==> config.mk <==
export PLATFORM = sky130hd
export DESIGN_NAME = dic_front
export DESIGN_NICKNAME = d
export VERILOG_FILES = /design/src/hdl/dic_pkg.sv /design/src/hdl/dic_front.sv
export SDC_FILE = /design/constraint.sdc
export NUM_CORES = 1
export LEC_CHECK = 0
export BUFFER_PORTS_ARGS = -buffer_cell sky130_fd_sc_hd__buf_2
export CAP_MARGIN = 40
export CORE_UTILIZATION = 51
export DETAILED_ROUTE_END_ITERATION = 8
export HOLD_SLACK_MARGIN = 0.12
export PLACE_DENSITY = 0.85
export SYNTH_ARGS = -nofsm -noshare
export SYNTH_HDL_FRONTEND = slang
export SYNTH_SLANG_ARGS = --single-unit
==> constraint.sdc <==
create_clock -name clk -period 8.6 [get_ports clk]
set_input_delay 0.43 -clock clk [delete_from_list [all_inputs] [get_ports clk]]
set_output_delay 0.43 -clock clk [all_outputs]
set_load 0.005 [all_outputs]
==> src/hdl/dic_pkg.sv <==
`default_nettype none
package dic_pkg;
	localparam int AddrW = 32;
	localparam int IdW = 32;
	localparam int LifeW = 32;
	localparam int TimeW = 48;
	localparam int CountW = 7;
	localparam logic [CountW-1:0] CountMax = 7'd127;
	localparam logic [TimeW-1:0] TimeMax = {TimeW{1'b1}};

	typedef enum logic {
		REQ_LOOKUP = 1'b0,
		REQ_INSERT = 1'b1
	} req_t;

	// one classified request as it travels from front to back
	typedef struct packed {
		req_t              kind;
		logic [AddrW-1:0]  addr;
		logic [IdW-1:0]    id;
		logic [TimeW-1:0]  now;
		logic [TimeW-1:0]  expiry;
	} cmd_t;

	// one result item
	typedef struct packed {
		logic              hit;
		logic [CountW-1:0] live_count;
		logic              overflow;
	} res_t;
endpackage
`default_nettype wire

==> src/hdl/dic_front.sv <==
`default_nettype none
module dic_front (
	input  wire              clk,
	input  wire              arst_n,
	input  wire              push,
	output logic             full,
	input  wire              req_type,
	input  wire [31:0]       source_addr,
	input  wire [31:0]       request_id,
	input  wire [31:0]       lifetime,
	input  wire [47:0]       now_time,
	output dic_pkg::cmd_t    cmd,
	output logic             cmd_valid,
	input  wire              cmd_take
);
	import dic_pkg::*;

	logic [TimeW:0] sum;
	logic           take_in;

	// compute the saturated expiry while classifying the request
	assign sum     = {1'b0, now_time} + {{(TimeW+1-LifeW){1'b0}}, lifetime};
	assign full    = cmd_valid && !cmd_take;
	assign take_in = push && !full;

	// hold one command for the back part
	always_ff @(posedge clk or negedge arst_n) begin
		if (!arst_n) begin
			cmd_valid <= 1'b0;
		end else if (take_in) begin
			cmd_valid <= 1'b1;
		end else if (cmd_take) begin
			cmd_valid <= 1'b0;
		end
	end

	always_ff @(posedge clk) begin
		if (take_in) begin
			cmd.kind   <= req_t'(req_type);
			cmd.addr   <= source_addr;
			cmd.id     <= request_id;
			cmd.now    <= now_time;
			cmd.expiry <= sum[TimeW] ? TimeMax : sum[TimeW-1:0];
		end
	end
endmodule
`default_nettype wire

### Word-level counts from Yosys, hierarchy flattened

Cells that the tools add are included.

| storage, ports and cells | value |
|---|---|
| output and inout bits | 163 |
| input bits | 149 |
| word-level logic and storage cells | 14 |
| register bits | 162 |

| operators by class | value |
|---|---|
| reduce and logical (&&, ||, !) cells | 5 |
| add/sub/neg operators | 1 |
| mux-type cells | 2 |

Operator list:

| operator | number |
|---|---|
| adder 48 x 32 -> 49 bit | 1 |
| logical AND 1 bit | 2 |
| logical NOT 1 bit | 2 |
| two-way mux 1 bit | 2 |
| nonzero test 2 bit | 1 |

### Logic depth before layout (Yosys ltp)

| depth | value |
|---|---|
| depth after elaboration | 5 |
| gate-level depth with buffers | 12 |
| mapped depth without buffers | 11 |

### Least setup slack after synthesis

Ideal clock, no wire load.

| path | value |
|---|---|
| path kind | input port to flip-flop |
| from | input port cmd_take |
| to | register cmd[0] (netlist name), enable pin |
| path buffers | 0 |
| library setup time | 0.540 ns |
| slack | 3.815 ns |
| stages | 2 |
| required time | 8.060 ns |
| data arrival time | 4.245 ns |
| cell sequence | nand2b_1 > and2_1 |

| between the ends | value |
|---|---|
| word-level cells in the longest chain between the ends | 4 |

Ends and longest elaborated chain:

| item | RTL line | RTL |
|---|---|---|
| from (decl) | dic_front.sv:14 | `input wire cmd_take` |
| logical NOT 1 bit | dic_front.sv:23 | `assign full = cmd_valid && !cmd_take;` |
| logical AND 1 bit | dic_front.sv:23 |  |
| logical NOT 1 bit | dic_front.sv:24 | `assign take_in = push && !full;` |
| logical AND 1 bit | dic_front.sv:24 |  |
| named net take_in | dic_front.sv:19 | `logic take_in;` |
| to (decl) | dic_front.sv:12 | `output dic_pkg::cmd_t cmd,` |

The timed path passes the listed nets, and every way through them passes these cells.
A chain may end at the register's enable or synchronous reset.

### Final worst setup path

| path | value |
|---|---|
| from | input port now_time[0] |
| to | register cmd[46] (netlist name) (data pin) |

| between the ends | value |
|---|---|
| word-level cells in the longest chain between the ends | 1 |

Ends and longest elaborated chain:

| item | RTL line | RTL |
|---|---|---|
| from (decl) | dic_front.sv:11 | `input wire [47:0] now_time,` |
| adder 48 x 32 -> 49 bit | dic_front.sv:22 | `assign sum = {1'b0, now_time} + {{(TimeW+1-LifeW){1'b0}}, lifetime};` |

No other way between the ends.

==> results.py <==
metrics = {
    "status": {
        "status": "complete, no violations",
    },
    "flow_run": {
        "maxCapViolations": 0,
    },
    "floorplanning": {
        "die_y_um": 120,
        "num_rows": 42,
        "initial_utilization_pct": 53.1,
        "pin_count": 312,
        "die_width_um": 120,
        "fp.coreArea_mm2": 0.0134,
        "dieArea_mm2": 0.0144,
    },
    "cells_and_area": {
        "fin_cells": 1031,
        "final_layout_size_suffix_gt1_share_pct": 42.6,
        "regArea_mm2": 0.00486,
        "fillers": 948,
        "layout_common_cells": "311 x buf_2, 161 x edfxtp_1, 69 x nand2_1, 35 x a21oi_1, 32 x ha_1",
        "multi_input_area_mm2": 0.00216,
        "areaGrowthSynthToFinish_pct": 33.7,
        "layout_commonest_cell": "buf_2",
        "nets": 1015,
    },
    "timing": {
        "tightestPinTransition_ps": 877,
        "rsz0062_at_grt": "no",
        "worst_hold_slack_ps": 181,
        "fin_skew_ps": 7.82,
        "fin_crit_ps": 3450,
        "final.setup.tns_ps": 0,
        "setup_viol": 0,
        "worst_slew_margin_rel_pct": 41.5,
        "max_freq_ghz": 0.290,
        "hold_violations": 0,
        "fin_crit_sh_pct": 40.1,
        "maxSlewViolCount": 0,
    },
    "logic_synthesis": {
        "synth_top_area_cell": "edfxtp_1",
        "synth.area.top_cells": "edfxtp_1 68%, ha_1 5.6%, nand2_1 3.6%",
        "synth-async-reset-ratio_pct": 0.617,
        "ys_seq_area_share_pct": 68.3,
        "yosysTopAreaCellShare_pct": 68.0,
        "syn-cell-area_mm2": 0.00711,
        "netlist_instances": 510,
        "avgSynthCellArea_um2": 13.9,
        "synthesis.nets": 692,
        "synth_edf_count": 161,
        "synth_seq_cells": 162,
        "synth-warning-count": 0,
        "synth_cell_types": 51,
        "synth_ff_type": "edfxtp_1",
    },
    "global_route": {
        "grt-ovfl-total": 0,
        "grtUsageTotal_pct": 27.5,
        "busiest_layer": "met2",
        "antenna_found_initial": 7,
        "grt_pass1_vias": 5342,
        "grt_pass1_wl_um": 28800,
        "gr-usage-met1_pct": 29.5,
        "gr-usage-met3_pct": 7.03,
        "grt_start_max_net_pins": 72,
        "grtUsageMet2_pct": 49.7,
    },
    "clock_network": {
        "cts_tree": "built",
        "cts.repair.resized": 0,
        "h-tree-depth": 4,
        "cts_sinks": 162,
        "clkTransAtPathRegs_ps": 70,
        "cts_buffers": 17,
        "cts_root_buf": "clkbuf_16",
        "cts_setup_buffers": 0,
        "holdBufCountCts": 1,
        "clock_latency_ps": 420,
        "clockBufferDepth": 2,
    },
    "power": {
        "p_per_area_mw_per_mm2": 213,
        "leakagePower_nw": 4.11,
        "peakVddDrop_mv": 0.110,
    },
    "route": {
        "ant_nets": 0,
        "drt-vias-per-instance": 5.42,
        "wl_um": 20300,
        "drc": 0,
        "drt-initial-drc-count": 412,
        "dr.pass1.iters": 5,
        "wl_per_cell_um": 19.7,
        "vias": 5588,
    },
    "setup_path": {
        "required_ps": 8770,
        "crit_fanout": 41,
        "arrival_ps": 3620,
        "critPathCaptureType": "flip-flop",
        "critPathLaunchType": "input pin",
        "crit_type": "in -> reg",
    },
    "placed_design": {
        "dp_cells": 989,
        "numPortBuffers": 311,
        "hpwl_um": 14700,
        "gp_congestion": 0.904,
    },
    "worst_hold_path": {
        "hold_class": "in -> reg",
    },
}
metrics by stage:
stage / util [%] / instance area, um2 / worst slack (ps) / power (mW)
after floorplan: - / 7110 / 3820 / 1.13
after global placement: 66.0 / 8850 / 4900 / 1.24
after detailed placement: 66.2 / 8870 / 4770 / 1.25
after CTS: 70.8 / 9490 / 5210 / 2.03
after global routing: 71.0 / 9510 / 4960 / 2.10
final: 71.0 / 9510 / 5150 / 2.03
synth_stat cells, types with 8 or more instances:
master,number
nor2_1,15
nand3_1,14
nor3_1,8
edfxtp_1,161
nand4_1,9
a21o_1,11
a21oi_1,35
xor2_1,20
nand2_1,69
xnor2_1,15
inv_1,9
o21ai_0,24
ha_1,32
state kept, by name (all words and copies together), names as in the netlist:
register and count:
cmd_valid 1, cmd 161
cells by family after synthesis:
kind of cell	Yosys count	synth area share, %
compound gates	111	9.82
xor+xnor	35	4.31
fa+ha+maj	33	5.91
buf+inv	20	1.28
flops	162	68.3
mux	5	0.827
simple gates	144	9.53
worst paths after layout:
kind | start | to | slack [ps] | depth (start not counted)
max | now_time[0] | cmd[46]$_SDFFCE_PP1P_ | 5150 | 13
max reg2reg | cmd_valid$_DFFE_PN0P_ | cmd[35]$_SDFFCE_PP1P_ | 5960 | 4
min reg2reg | cmd_valid$_DFFE_PN0P_ | cmd_valid$_DFFE_PN0P_ | 600 | 2
min | request_id[26] | cmd[122]$_DFFE_PP_ | 180 | 1
min in group asynchronous | arst_n | cmd_valid$_DFFE_PN0P_ | 330 | 2
max in group asynchronous | arst_n | cmd_valid$_DFFE_PN0P_ | 8180 | 2
area by class of cell:
class	instances	area share, %
Antenna cell	9	0.237
Multi-Input combinational cell	328	22.8
Clock buffer	18	4.51
Clock inverter	14	1.87
Inverter	9	0.355
Timing Repair Buffer	315	16.8
Sequential cell	162	51.1
Tap cell	176	2.32
critical path, cell delays in order:
cell	delay (ps)
buf_2	120
ha_1	220
fa_1	450
a211oi_2	330
o211ai_1	230
a211oi_2	270
o21ai_1	110
a221oi_2	350
o21ai_2	170
or2b_1	180
buf_4	390
nand2_1	90
mux2_2	270
per-layer routing:
| metal | vias up | part of all wire [%] | wire length [um] |
|---|---|---|---|
| met4 | 0 | 3.7 | 744 |
| met1 | 2624 | 35 | 7210 |
| met5 | - | 0 | 0 |
| met2 | 313 | 54 | 10900 |
| li1 | 2602 | - | - |
| met3 | 49 | 7.1 | 1440 |
where the power goes:
| part | internal, mW | leakage [nW] | total (mW) | switching (mW) |
|---|---|---|---|---|
| registers | 0.939 | 1.54 | 0.954 | 0.0148 |
| logic | 0.125 | 2.28 | 0.290 | 0.165 |
| clock network | 0.462 | 0.287 | 0.785 | 0.323 |
| total | 1.53 | 4.11 | 2.03 | 0.503 |
No activity file was read; power rests on OpenSTA's default activity.
